==> src/sv/sefr_pkg.sv <==
// ----------------------------------------------------------------------------
// sefr_pkg
// Shared types, register indexes and the microprogram of the frame receiver.
// ----------------------------------------------------------------------------
package sefr_pkg;

  localparam int StepW = 4;
  typedef logic [StepW-1:0] step_t;

  localparam step_t StIdle  = 4'd0;
  localparam step_t StStart = 4'd1;
  localparam step_t StType  = 4'd2;
  localparam step_t StZeroA = 4'd3;
  localparam step_t StZeroB = 4'd4;
  localparam step_t StEnd   = 4'd5;
  localparam step_t StRead  = 4'd6;
  localparam step_t StPay   = 4'd7;
  localparam step_t StDone  = 4'd8;
  localparam step_t StEmpty = 4'd9;

  localparam logic [2:0] RegStart    = 3'd0;
  localparam logic [2:0] RegEnd      = 3'd1;
  localparam logic [2:0] RegTypeMsg  = 3'd2;
  localparam logic [2:0] RegTypeAck  = 3'd3;
  localparam logic [2:0] RegTypeDreq = 3'd4;
  localparam logic [2:0] RegTypeDrsp = 3'd5;
  localparam logic [2:0] RegLimit    = 3'd6;

  typedef enum logic [2:0] {
    SrcNone, SrcStart, SrcType, SrcZero, SrcEnd, SrcEmpty, SrcPayload
  } src_e;

  typedef enum logic [1:0] {LastNo, LastYes, LastDisc, LastFinal} last_e;

  typedef enum logic [2:0] {
    JmpNever, JmpAlways, JmpNoResp, JmpDisc, JmpEmpty, JmpMore
  } cond_e;

  typedef struct packed {
    logic  take;
    logic  emit;
    logic  inc;
    src_e  src;
    last_e last;
    cond_e cond;
    step_t target;
  } uword_t;

  typedef struct packed {
    logic accept;
    logic resp;
    logic disc;
    logic empty;
    logic more;
    logic slot_free;
  } stat_t;

  typedef struct packed {
    logic [7:0] start_byte;
    logic [7:0] end_byte;
    logic [7:0] type_message;
    logic [7:0] type_acknowledge;
    logic [7:0] type_discovery_request;
    logic [7:0] type_discovery_response;
    logic [5:0] payload_limit;
  } cfg_t;

  function automatic uword_t ucode(step_t step);
    uword_t w;
    w = '{take: 1'b0, emit: 1'b0, inc: 1'b0, src: SrcNone, last: LastNo,
          cond: JmpAlways, target: StIdle};
    unique case (step)
      StIdle: begin
        w.take = 1'b1;
        w.cond = JmpNoResp;
      end
      StStart: begin
        w.emit = 1'b1;
        w.src  = SrcStart;
        w.cond = JmpNever;
      end
      StType: begin
        w.emit = 1'b1;
        w.src  = SrcType;
        w.cond = JmpNever;
      end
      StZeroA, StZeroB: begin
        w.emit = 1'b1;
        w.src  = SrcZero;
        w.cond = JmpNever;
      end
      StEnd: begin
        w.emit = 1'b1;
        w.src  = SrcEnd;
        w.last = LastDisc;
        w.cond = JmpDisc;
      end
      StRead: begin
        w.cond   = JmpEmpty;
        w.target = StEmpty;
      end
      StPay: begin
        w.emit   = 1'b1;
        w.inc    = 1'b1;
        w.src    = SrcPayload;
        w.last   = LastFinal;
        w.cond   = JmpMore;
        w.target = StRead;
      end
      StEmpty: begin
        w.emit = 1'b1;
        w.src  = SrcEmpty;
        w.last = LastYes;
      end
      default: begin
        w.cond = JmpAlways;
      end
    endcase
    return w;
  endfunction

endpackage

==> src/sv/sefr_seq.sv <==
// ----------------------------------------------------------------------------
// sefr_seq
// Step counter and microprogram lookup with conditional jumps.
// ----------------------------------------------------------------------------
module sefr_seq
  import sefr_pkg::*;
(
  input  logic   clk_i,
  input  logic   rst_ni,
  input  stat_t  stat_i,
  output uword_t uw_o
);

  step_t  step_q, step_d;
  uword_t uw;
  logic   adv;
  logic   jump;

  assign uw   = ucode(step_q);
  assign uw_o = uw;

  always_comb begin
    if (uw.take) begin
      adv = stat_i.accept;
    end else if (uw.emit) begin
      adv = stat_i.slot_free;
    end else begin
      adv = 1'b1;
    end
    unique case (uw.cond)
      JmpNever:  jump = 1'b0;
      JmpAlways: jump = 1'b1;
      JmpNoResp: jump = !stat_i.resp;
      JmpDisc:   jump = stat_i.disc;
      JmpEmpty:  jump = stat_i.empty;
      JmpMore:   jump = stat_i.more;
      default:   jump = 1'b1;
    endcase
    if (!adv) begin
      step_d = step_q;
    end else if (jump) begin
      step_d = uw.target;
    end else begin
      step_d = step_t'(step_q + step_t'(1));
    end
  end

  always_ff @(posedge clk_i or negedge rst_ni) begin
    if (!rst_ni) begin
      step_q <= StIdle;
    end else begin
      step_q <= step_d;
    end
  end

endmodule

==> src/sv/sefr_dp.sv <==
// ----------------------------------------------------------------------------
// sefr_dp
// Frame parser, payload store and output register driven by the microprogram.
// ----------------------------------------------------------------------------
module sefr_dp
  import sefr_pkg::*;
#(
  parameter int MAX_PAYLOAD = 32
) (
  input  logic       clk_i,
  input  logic       rst_ni,
  input  cfg_t       cfg_i,
  input  uword_t     uw_i,
  output stat_t      stat_o,
  input  logic       in_valid_i,
  output logic       in_stall_o,
  input  logic [7:0] rx_byte_i,
  output logic       out_valid_o,
  input  logic       out_stall_i,
  output logic       out_kind_o,
  output logic [7:0] tx_byte_o,
  output logic [7:0] msg_id_o,
  output logic [5:0] msg_size_o,
  output logic [4:0] payload_index_o,
  output logic [7:0] payload_byte_o,
  output logic       has_payload_o,
  output logic       last_o
);

  localparam int AW = (MAX_PAYLOAD > 1) ? $clog2(MAX_PAYLOAD) : 1;
  localparam logic [7:0] MaxP = 8'(MAX_PAYLOAD);

  typedef enum logic [1:0] {PsHunt, PsHeader, PsPayload, PsEnd} pstate_e;

  pstate_e    pst_q, pst_d;
  logic [5:0] cnt_q, cnt_d;
  logic [7:0] ftype_q, fid_q;
  logic [5:0] fsize_q;
  logic       disc_q, empty_q;
  logic [5:0] idx_q;

  logic       out_valid_q;
  logic       kind_q, has_q, last_q;
  logic [7:0] tx_q, id_q, pb_q;
  logic [5:0] size_q;
  logic [4:0] pidx_q;

  logic       kind_d, has_d, last_d;
  logic [7:0] tx_d, id_d, pb_d;
  logic [5:0] size_d;
  logic [4:0] pidx_d;

  logic [7:0] mem [MAX_PAYLOAD];
  logic [7:0] rdata_q;

  logic          accept, load, slot_free;
  logic [5:0]    limit, nread, idx_inc, cnt_inc;
  logic          more, resp, mem_we;
  logic [7:0]    cnt_ext, idx_ext;
  logic [AW-1:0] wr_addr, rd_addr;

  assign accept    = in_valid_i && uw_i.take;
  assign in_stall_o = !uw_i.take;
  assign slot_free = !out_valid_q || !out_stall_i;
  assign load      = uw_i.emit && slot_free;

  assign limit   = ({2'b00, cfg_i.payload_limit} > MaxP) ? 6'(MAX_PAYLOAD)
                                                        : cfg_i.payload_limit;
  assign nread   = ({2'b00, fsize_q} > MaxP) ? 6'(MAX_PAYLOAD) : fsize_q;
  assign idx_inc = 6'(idx_q + 6'd1);
  assign cnt_inc = 6'(cnt_q + 6'd1);
  assign more    = idx_inc < nread;
  assign resp    = (pst_q == PsEnd) && (rx_byte_i == cfg_i.end_byte) &&
                   ((ftype_q == cfg_i.type_discovery_request) ||
                    (ftype_q == cfg_i.type_message));

  assign cnt_ext = {2'b00, cnt_q};
  assign idx_ext = {2'b00, idx_q};
  assign wr_addr = cnt_ext[AW-1:0];
  assign rd_addr = idx_ext[AW-1:0];
  assign mem_we  = accept && (pst_q == PsPayload) && (cnt_ext < MaxP);

  assign stat_o = '{accept: accept, resp: resp, disc: disc_q, empty: empty_q,
                    more: more, slot_free: slot_free};

  always_comb begin
    pst_d = pst_q;
    cnt_d = cnt_q;
    unique case (pst_q)
      PsHunt: begin
        if (rx_byte_i == cfg_i.start_byte) begin
          pst_d = PsHeader;
          cnt_d = 6'd0;
        end
      end
      PsHeader: begin
        if (cnt_q == 6'd0) begin
          cnt_d = 6'd1;
        end else if (cnt_q == 6'd1) begin
          cnt_d = 6'd2;
        end else begin
          cnt_d = 6'd0;
          if (rx_byte_i == 8'd0) begin
            pst_d = PsEnd;
          end else if (rx_byte_i <= {2'b00, limit}) begin
            pst_d = PsPayload;
          end else begin
            pst_d = PsHunt;
          end
        end
      end
      PsPayload: begin
        cnt_d = cnt_inc;
        if (cnt_inc >= fsize_q) begin
          pst_d = PsEnd;
        end
      end
      PsEnd: begin
        pst_d = PsHunt;
        cnt_d = 6'd0;
      end
      default: begin
        pst_d = PsHunt;
        cnt_d = 6'd0;
      end
    endcase
  end

  always_comb begin
    kind_d = 1'b0;
    tx_d   = 8'd0;
    id_d   = 8'd0;
    size_d = 6'd0;
    pidx_d = 5'd0;
    pb_d   = 8'd0;
    has_d  = 1'b0;
    case (uw_i.src)
      SrcStart: tx_d = cfg_i.start_byte;
      SrcType:  tx_d = disc_q ? cfg_i.type_discovery_response
                              : cfg_i.type_acknowledge;
      SrcEnd:   tx_d = cfg_i.end_byte;
      SrcEmpty: begin
        kind_d = 1'b1;
        id_d   = fid_q;
      end
      SrcPayload: begin
        kind_d = 1'b1;
        id_d   = fid_q;
        size_d = fsize_q;
        pidx_d = idx_q[4:0];
        pb_d   = rdata_q;
        has_d  = 1'b1;
      end
      default: tx_d = 8'd0;
    endcase
    case (uw_i.last)
      LastYes:   last_d = 1'b1;
      LastDisc:  last_d = disc_q;
      LastFinal: last_d = !more;
      default:   last_d = 1'b0;
    endcase
  end

  always_ff @(posedge clk_i) begin
    if (mem_we) begin
      mem[wr_addr] <= rx_byte_i;
    end
    rdata_q <= mem[rd_addr];
  end

  always_ff @(posedge clk_i or negedge rst_ni) begin
    if (!rst_ni) begin
      pst_q       <= PsHunt;
      cnt_q       <= 6'd0;
      out_valid_q <= 1'b0;
    end else begin
      if (accept) begin
        pst_q <= pst_d;
        cnt_q <= cnt_d;
        if (pst_q == PsHeader) begin
          if (cnt_q == 6'd0) begin
            ftype_q <= rx_byte_i;
          end else if (cnt_q == 6'd1) begin
            fid_q <= rx_byte_i;
          end else if (rx_byte_i <= {2'b00, limit}) begin
            fsize_q <= rx_byte_i[5:0];
          end
        end
        if (pst_q == PsEnd) begin
          disc_q  <= (ftype_q == cfg_i.type_discovery_request);
          empty_q <= (fsize_q == 6'd0);
          idx_q   <= 6'd0;
        end
      end
      if (load && uw_i.inc) begin
        idx_q <= idx_inc;
      end
      if (load) begin
        out_valid_q <= 1'b1;
        kind_q      <= kind_d;
        tx_q        <= tx_d;
        id_q        <= id_d;
        size_q      <= size_d;
        pidx_q      <= pidx_d;
        pb_q        <= pb_d;
        has_q       <= has_d;
        last_q      <= last_d;
      end else if (!out_stall_i) begin
        out_valid_q <= 1'b0;
      end
    end
  end

  assign out_valid_o     = out_valid_q;
  assign out_kind_o      = kind_q;
  assign tx_byte_o       = tx_q;
  assign msg_id_o        = id_q;
  assign msg_size_o      = size_q;
  assign payload_index_o = pidx_q;
  assign payload_byte_o  = pb_q;
  assign has_payload_o   = has_q;
  assign last_o          = last_q;

endmodule

==> src/sv/stx_etx_frame_receiver_top.sv <==
// ----------------------------------------------------------------------------
// stx_etx_frame_receiver_top
// Start/end delimited frame receiver with response and message delivery.
// ----------------------------------------------------------------------------
// Received bytes are taken only while the sequencer sits in its idle step.
// The end byte of a discovery-request frame then starts the response frame
// (start, type, two zero bytes and end), and the end byte of a message frame
// starts the acknowledge frame, followed by a payload store read and the
// delivered word for each payload byte, or by a single empty-message word.
// The pace is set by the microprogram step counter and the single read port
// of the payload store; a stall on the output holds the sequencer in place.
module stx_etx_frame_receiver_top
  import sefr_pkg::*;
#(
  parameter int MAX_PAYLOAD = 32
) (
  input  logic       clk_i,
  input  logic       rst_ni,
  input  logic       cfg_we_i,
  input  logic [2:0] cfg_idx_i,
  input  logic [7:0] cfg_wdata_i,
  input  logic       in_valid_i,
  output logic       in_stall_o,
  input  logic [7:0] rx_byte_i,
  output logic       out_valid_o,
  input  logic       out_stall_i,
  output logic       out_kind_o,
  output logic [7:0] tx_byte_o,
  output logic [7:0] msg_id_o,
  output logic [5:0] msg_size_o,
  output logic [4:0] payload_index_o,
  output logic [7:0] payload_byte_o,
  output logic       has_payload_o,
  output logic       last_o
);

  cfg_t   cfg_q;
  uword_t uw;
  stat_t  stat;

  always_ff @(posedge clk_i or negedge rst_ni) begin
    if (!rst_ni) begin
      cfg_q.start_byte              <= 8'd2;
      cfg_q.end_byte                <= 8'd3;
      cfg_q.type_message            <= 8'd0;
      cfg_q.type_acknowledge        <= 8'd1;
      cfg_q.type_discovery_request  <= 8'd2;
      cfg_q.type_discovery_response <= 8'd3;
      cfg_q.payload_limit           <= 6'd32;
    end else if (cfg_we_i) begin
      unique case (cfg_idx_i)
        RegStart:    cfg_q.start_byte              <= cfg_wdata_i;
        RegEnd:      cfg_q.end_byte                <= cfg_wdata_i;
        RegTypeMsg:  cfg_q.type_message            <= cfg_wdata_i;
        RegTypeAck:  cfg_q.type_acknowledge        <= cfg_wdata_i;
        RegTypeDreq: cfg_q.type_discovery_request  <= cfg_wdata_i;
        RegTypeDrsp: cfg_q.type_discovery_response <= cfg_wdata_i;
        RegLimit:    cfg_q.payload_limit           <= cfg_wdata_i[5:0];
        default:     cfg_q                         <= cfg_q;
      endcase
    end
  end

  sefr_seq u_seq (
    .clk_i  (clk_i),
    .rst_ni (rst_ni),
    .stat_i (stat),
    .uw_o   (uw)
  );

  sefr_dp #(
    .MAX_PAYLOAD (MAX_PAYLOAD)
  ) u_dp (
    .clk_i           (clk_i),
    .rst_ni          (rst_ni),
    .cfg_i           (cfg_q),
    .uw_i            (uw),
    .stat_o          (stat),
    .in_valid_i      (in_valid_i),
    .in_stall_o      (in_stall_o),
    .rx_byte_i       (rx_byte_i),
    .out_valid_o     (out_valid_o),
    .out_stall_i     (out_stall_i),
    .out_kind_o      (out_kind_o),
    .tx_byte_o       (tx_byte_o),
    .msg_id_o        (msg_id_o),
    .msg_size_o      (msg_size_o),
    .payload_index_o (payload_index_o),
    .payload_byte_o  (payload_byte_o),
    .has_payload_o   (has_payload_o),
    .last_o          (last_o)
  );

endmodule
==> config.mk <==
export PLATFORM = sky130hd
export DESIGN_NAME = stx_etx_frame_receiver_top
export DESIGN_NICKNAME = d
export VERILOG_FILES = /design/src/sv/sefr_pkg.sv /design/src/sv/sefr_seq.sv /design/src/sv/sefr_dp.sv /design/src/sv/stx_etx_frame_receiver_top.sv
export SDC_FILE = /design/constraint.sdc
export NUM_CORES = 1
export LEC_CHECK = 0
export BUFFER_PORTS_ARGS = -buffer_cell sky130_fd_sc_hd__buf_2
export CAP_MARGIN = 15
export CORE_MARGIN = 4
export CORE_UTILIZATION = 34
export CTS_CLUSTER_DIAMETER = 50
export CTS_CLUSTER_SIZE = 12
export DETAILED_ROUTE_END_ITERATION = 8
export GPL_ROUTABILITY_DRIVEN = 0
export PLACE_DENSITY = 0.52
export SLEW_MARGIN = 10
export SYNTH_ARGS = -nofsm -noshare
export SYNTH_HDL_FRONTEND = slang
export SYNTH_HIERARCHICAL = 1
export SYNTH_SLANG_ARGS = --single-unit
==> constraint.sdc <==
create_clock -name clk_i -period 5.2 [get_ports clk_i]
set_clock_uncertainty 0.2 [all_clocks]
set_input_delay 0.26 -clock clk_i [delete_from_list [all_inputs] [get_ports clk_i]]
set_output_delay 0.26 -clock clk_i [all_outputs]
set_load 0.1 [all_outputs]
==> results of run 1 <==
metal layers:
| layer | up-vias | track usage | part of all wire |
|---|---|---|---|
| li1 | 3996 | - | - |
| met2 | 185 | 0.255 | 0.50 |
| met3 | 54 | 0.0237 | 0.044 |
| met5 | - | 0 | 0 |
| met4 | 0 | 0.0374 | 0.018 |
| met1 | 4633 | 0.201 | 0.44 |
worst min-delay path by stage:
stage | to | slack (ns)
after floorplan | cfg_q[0] | -0.24
after global placement | u_seq/step_q[0] | 0.18
after detailed placement | u_seq/step_q[0] | 0.20
after CTS | cfg_q[46] | 0.03
after global routing | cfg_q[49] | 0.05
final | u_dp/cnt_q[5] | 0.06
registers in the layout, indices dropped and copies added (netlist names), 8 cells and up, named ones only:
signal               flops
cfg_q                   54
u_dp/fid_q               8
u_dp/ftype_q             8
u_dp/mem               256
u_dp/msg_id_o            8
u_dp/payload_byte_o      8
u_dp/rdata_q             8
u_dp/tx_byte_o           8
power by group:
group	switching, µW	total [µW]	internal (µW)
sequential	134	3850	3720
combinational	1140	1640	499
clock	1280	3170	1880
worst max-delay path, delay by kind of cell (launching register included):
family	cells	cell delay, ns
simple gates	5	2.13
flops	1	0.43
fa+ha+maj	1	0.24
buf+inv	1	0.10
cell type report:
class,instances,area (µm²),share of cell area
Clock inverter,13,164,0.00832
Tap cell,664,831,0.0422
Timing Repair Buffer,116,771,0.0391
Multi-Input combinational cell,495,4940,0.251
Sequential cell,399,11600,0.588
Inverter,21,78.8,0.00400
Clock buffer,71,1340,0.0678
placed cells by master, fill, tap and decap left out, types with 3 or more instances in the layout:
cell and instances:
edfxtp_1 324, mux4_2 80, mux2_2 72, buf_2 63, dfrtp_1 59, nor2_1 55, clkbuf_16 47, nand2_1 37
buf_4 34, ha_1 30, xor2_1 28, o21ai_0 22, inv_1 21, dlygate4sd3_1 18, clkbuf_1 17, and2_1 17
nand3_1 14, xnor2_1 14, nor3_1 13, and3_1 10, nor2b_1 9, a22oi_1 9, dfstp_2 8, nor4_1 8
dfxtp_1 8, clkbuf_8 7, a21oi_1 7, nand4_1 7, nand4b_1 4, nor3b_1 4, nand3b_1 4, nand2b_1 4
mux2i_1 4, nor4bb_1 3, o31ai_1 3, a21boi_0 3
metrics by stage:
stage / worst slack (ns) / instances / utilization / hold WS [ns]
finish: 1.71 / 1779 / 0.402 / 0.0593
CTS: 1.67 / 1779 / 0.402 / 0.0293
detailed placement: 1.67 / 1677 / 0.368 / 0.197
floorplan: 1.94 / 962 / - / -0.236
global placement: 1.68 / 1677 / 0.368 / 0.182
global route: 1.37 / 1779 / 0.402 / 0.0512
timing repair:
action / 4_1_cts / 5_1_grt
gates resized for setup: 0 / 0
endpoints found under the setup margin: 0 / 0
hold endpoints to repair: 99 / 0
hold buffers: 18 / 0
==> out/results.ini, run 1 <==
[status]
status=finished, final reports clean

[cells_and_area]
fillerInstances=4505
finalNetCount=1132
areaGrowthSynthToFinish_pct=16.9
drive_above_1_share=0.304
finalInstanceArea_um2=19700
antenna_cells=0

[global_route]
grt_usage=0.150
grt_pass1_vias=9184
grt_antenna_before_repair=1
overflow=0
grt_pass1_wl_mm=59.8
grt_max_degree=66

[clock_tree]
clk_latency_ns=0.58
cts_tree=yes
cts_buffers=45
clockRootBuffer=clkbuf_16
ctsHtreeMaxLevel=2
post-cts-setup-buffer-count=0
cts.sinks=399
cts_buffer_depth=3
clkTransAtPathRegs_ns=0.06

[worst_setup_path]
critPathMaxFanout=8
cp.required_ns=5.20
reg2reg_to=u_dp/mem[11][0]
crit_type=reg2reg
cp.arrival_ns=3.49
worstSetupStartpoint=u_seq/step_q[0]
max_stage_delay_ns=0.74
path_cells=inv_1, ha_1, nor3b_2, nand2_1, nor3b_1, nand2_1, nor2_1
crit_slowest_cell=nor2_1
r2r_cells=7
cp-endpoint=u_dp/mem[11][0]
endpoint_kind=register
start_kind=register
reg2reg_from=u_seq/step_q[0]
rrSetupSlack_ns=1.71
crit_top_cell=nand2_1

[routing]
drt-initial-drc-count=628
wl_per_cell_um=22.2
drc_errors=0
antenna_left=0
vias_per_cell=4.98
drt-total-wl_mm=39.5
vias=8868
drt_first_pass_iters=5

[timing]
max_freq_ghz=0.286
setup_viol=0
min_period_over_period=0.672
rsz0062_at_grt=no
fin_crit_ns=3.49
worst_pin_slew_ns=1.05
drv_slew=0
slew_headroom=0.303
tns_ns=0
hold_violations=0

[die]
ioPinCount=64
initial_core_util=0.344
die_width_um=231
die_y_um=231
die_area_um2=53200
coreArea_um2=49000
row_count=81

[flow_run]
max_cap_violations=0

[synth]
avgSynthCellArea_um2=17.5
yosys_warnings=6
synthCells=962
syn-num-nets=1016
syn_area_um2=16900

[hold_path]
hp-class=in2reg
hold_path_depth=4
hp-start=in_valid_i

[pwr]
powerDensity_nw_per_um2=440
design_power_total_uw=8660
p_leak_uw=0.00681
vdd_ir_drop_max_mv=0.256

[place]
hpwlAfterDp_mm=25.0
postPlaceCellArea_um2=18000
portBuffers=63

Power figures use the tool's default switching activity.
==> inputs of run 2 (changes only) <==
PLACE_DENSITY = 0.54   (was 0.52)
clock period = 2.9 ns   (was 5.2 ns; I/O delays follow)
==> run 2 against run 1 <==
Die area unchanged; maximum frequency increased by 25%; wire length rose by 0.91%; utilization increased by 0.82 points; clock-buffer cell count down 5; first-iteration DRC count increased by 1.9%; register-to-register slack worse by 1.6 ns; non-clock buffer count rose by 56; highest routed layer unchanged.
==> out/results.ini, run 2 (synthesis results as in run 1) <==
[status]
status=finished, final reports clean  ; unchanged

[routing]
drt-total-wl_mm=39.9  ; was 39.5 mm
vias=9016  ; was 8868
drt_first_pass_iters=5  ; unchanged
wl_per_cell_um=21.8  ; was 22.2 µm
drc_errors=0  ; unchanged
drt-initial-drc-count=640  ; was 628
antenna_left=0  ; unchanged
vias_per_cell=4.92  ; was 4.98

[pwr]
p_seq_frac=0.446  ; was 0.445
clock_power_share=0.351  ; was 0.366
powerDensity_nw_per_um2=768  ; was 440 nW/µm²
p_sw_uw=4600  ; was 2560 µW
pwr-share-comb=0.203  ; was 0.189
p_int_uw=10800  ; was 6100 µW
design_power_total_uw=15400  ; was 8660 µW
p_sw_frac=0.298  ; was 0.295
p_leak_uw=0.00707  ; was 0.00681 µW
vdd_ir_drop_max_mv=0.381  ; was 0.256 mV

[clock_tree]
cts_buffer_depth=3  ; unchanged
cts_tree=yes  ; unchanged
clockRootBuffer=clkbuf_16  ; unchanged
clk_latency_ns=0.57  ; was 0.58 ns
cts_buffers=44  ; was 45
ctsHtreeMaxLevel=2  ; unchanged
clkTransAtPathRegs_ns=0.06  ; about the same
cts.sinks=399  ; unchanged

[flow_run]
max_cap_violations=0  ; unchanged

[die]
coreArea_um2=49000  ; unchanged
die_width_um=231  ; unchanged
ioPinCount=64  ; unchanged
initial_core_util=0.344  ; unchanged
die_area_um2=53200  ; unchanged
row_count=81  ; unchanged
die_y_um=231  ; unchanged

[place]
portBuffers=63  ; unchanged
hpwlAfterDp_mm=26.1  ; was 25.0 mm

[global_route]
grt_usage=0.151  ; was 0.150
grt_antenna_before_repair=0  ; was 1
grt_pass1_wl_mm=60.1  ; was 59.8 mm
overflow=0  ; unchanged
grt_pass1_vias=9460  ; was 9184
grt_max_degree=66  ; unchanged

[hold_path]
hp-class=in2reg  ; unchanged
hp-start=cfg_we_i  ; was in_valid_i
hold_path_depth=4  ; unchanged

[worst_setup_path]
crit_family=compound AO/OA/AOI/OAI gates  ; was simple AND/OR/NAND/NOR gates
crit_slowest_cell=edfxtp_1  ; was nor2_1
crit_top_cell=ha_1  ; was nand2_1
reg2reg_from=u_dp/idx_q[0]  ; was u_seq/step_q[0]
critPathMaxFanout=4  ; was 8
worstSetupStartpoint=u_dp/idx_q[0]  ; was u_seq/step_q[0]
r2r_cells=10  ; was 7
max_stage_delay_ns=0.46  ; was 0.74 ns
cp.required_ns=3.20  ; was 5.20 ns
cp.depth=10  ; was 7
start_kind=register  ; unchanged
path_cells=ha_1, xor2_1, ha_1, nand3_1, o21ai_0, a21oi_1, a31o_4, a211o_2, nor4_1, a211o_1  ; was inv_1, ha_1, nor3b_2, nand2_1, nor3b_1, nand2_1, nor2_1
crit_type=reg2reg  ; unchanged
worst-path-buf-inv=0  ; was 1
cp.arrival_ns=3.11  ; was 3.49 ns
endpoint_kind=register  ; unchanged

[timing]
worst_pin_slew_ns=0.724  ; was 1.05 ns
hold_violations=0  ; unchanged
min_period_over_period=0.966  ; was 0.672
rsz0062_at_grt=no  ; unchanged
tns_ns=0  ; unchanged
max_freq_ghz=0.357  ; was 0.286 GHz
slew_headroom=0.513  ; was 0.303
drv_slew=0  ; unchanged
setup_viol=0  ; unchanged
fin_crit_ns=2.80  ; was 3.49 ns

[cells_and_area]
largest_reg_flops=256  ; unchanged
layout_commonest_cell=edfxtp_1  ; unchanged
areaGrowthSynthToFinish_pct=19.2  ; was 16.9%
layout_common_cells=edfxtp_1 (324), buf_4 (81), mux4_2 (80), mux2_2 (72), buf_2 (63)  ; was edfxtp_1 (324), mux4_2 (80), mux2_2 (72), buf_2 (63), dfrtp_1 (59)
fillerInstances=4429  ; was 4505
drive_above_1_share=0.330  ; was 0.304
largestRegisters=u_dp/mem x256, cfg_q x54  ; unchanged
antenna_cells=0  ; unchanged
largest_register=u_dp/mem  ; unchanged
finalNetCount=1187  ; was 1132

-- run 2: layout make-up --
class,count,area (µm²),share of cell area
clock buffer,66,1220,0.0610
timing repair buffer,172,1240,0.0619
inverter,21,78.8,0.00392
sequential,399,11600,0.576
tap,664,831,0.0413
clock inverter,15,181,0.00903
multi-input combinational,495,4960,0.247
-- run 2: routing by layer --
metal  vias up  GRT usage  part of all wire
met4         0     0.0378             0.017
met5         -          0                 0
met1      4664      0.204              0.44
met3        49     0.0264             0.046
li1       4104          -                 -
met2       199      0.254              0.50
-- run 2: path summary, 6_finish.rpt --
check,endpoint,slack (ns)
max in group asynchronous,u_dp/cnt_q[4],1.51
min in group asynchronous,u_dp/out_valid_o,0.16
max,u_seq/step_q[2],0.1
min reg2reg,cfg_q[23],0.30
min,cfg_q[20],0.08
max reg2reg,u_seq/step_q[2],0.1
-- run 2: per-stage QoR --
stage | worst slack (ns) | instances | cell area (µm²) | hold WS, ns | utilization
after global placement | 0.120 | 1727 | 18400 | -0.0852 | 0.376
after floorplan | 0.000635 | 962 | 16900 | -0.351 | -
after global routing | 0.000700 | 1832 | 20100 | 0.0750 | 0.411
after CTS | 0.124 | 1832 | 20100 | 0.0406 | 0.410
after detailed placement | 0.135 | 1727 | 18400 | -0.0853 | 0.376
final | 0.0995 | 1832 | 20100 | 0.0765 | 0.411
-- run 2: worst min-delay path, cell delays in order --
cell	delay (ns)
buf_2	0.13
nor4bb_1	0.14
buf_4	0.17
mux2_2	0.22
-- run 2: timing repair --
| action | 4_1_cts | 5_1_grt |
|---|---|---|
| hold buffers | 24 | 0 |
| setup endpoints to repair | 0 | 71 |
| buffers inserted | 0 | 0 |
| gates resized for setup | 0 | 4 |
| endpoints found under the hold margin | 150 | 0 |
-- run 2: power by group through the flow --
stage                     registers, µW  clock network (µW)  logic (µW)
after floorplan                    7700                   0        1570
after CTS                          6890                5590        3130
after global placement             7000                   0        3080
after global routing               6930                5830        3360
after detailed placement           7010                   0        3090
final                              6890                5410        3130
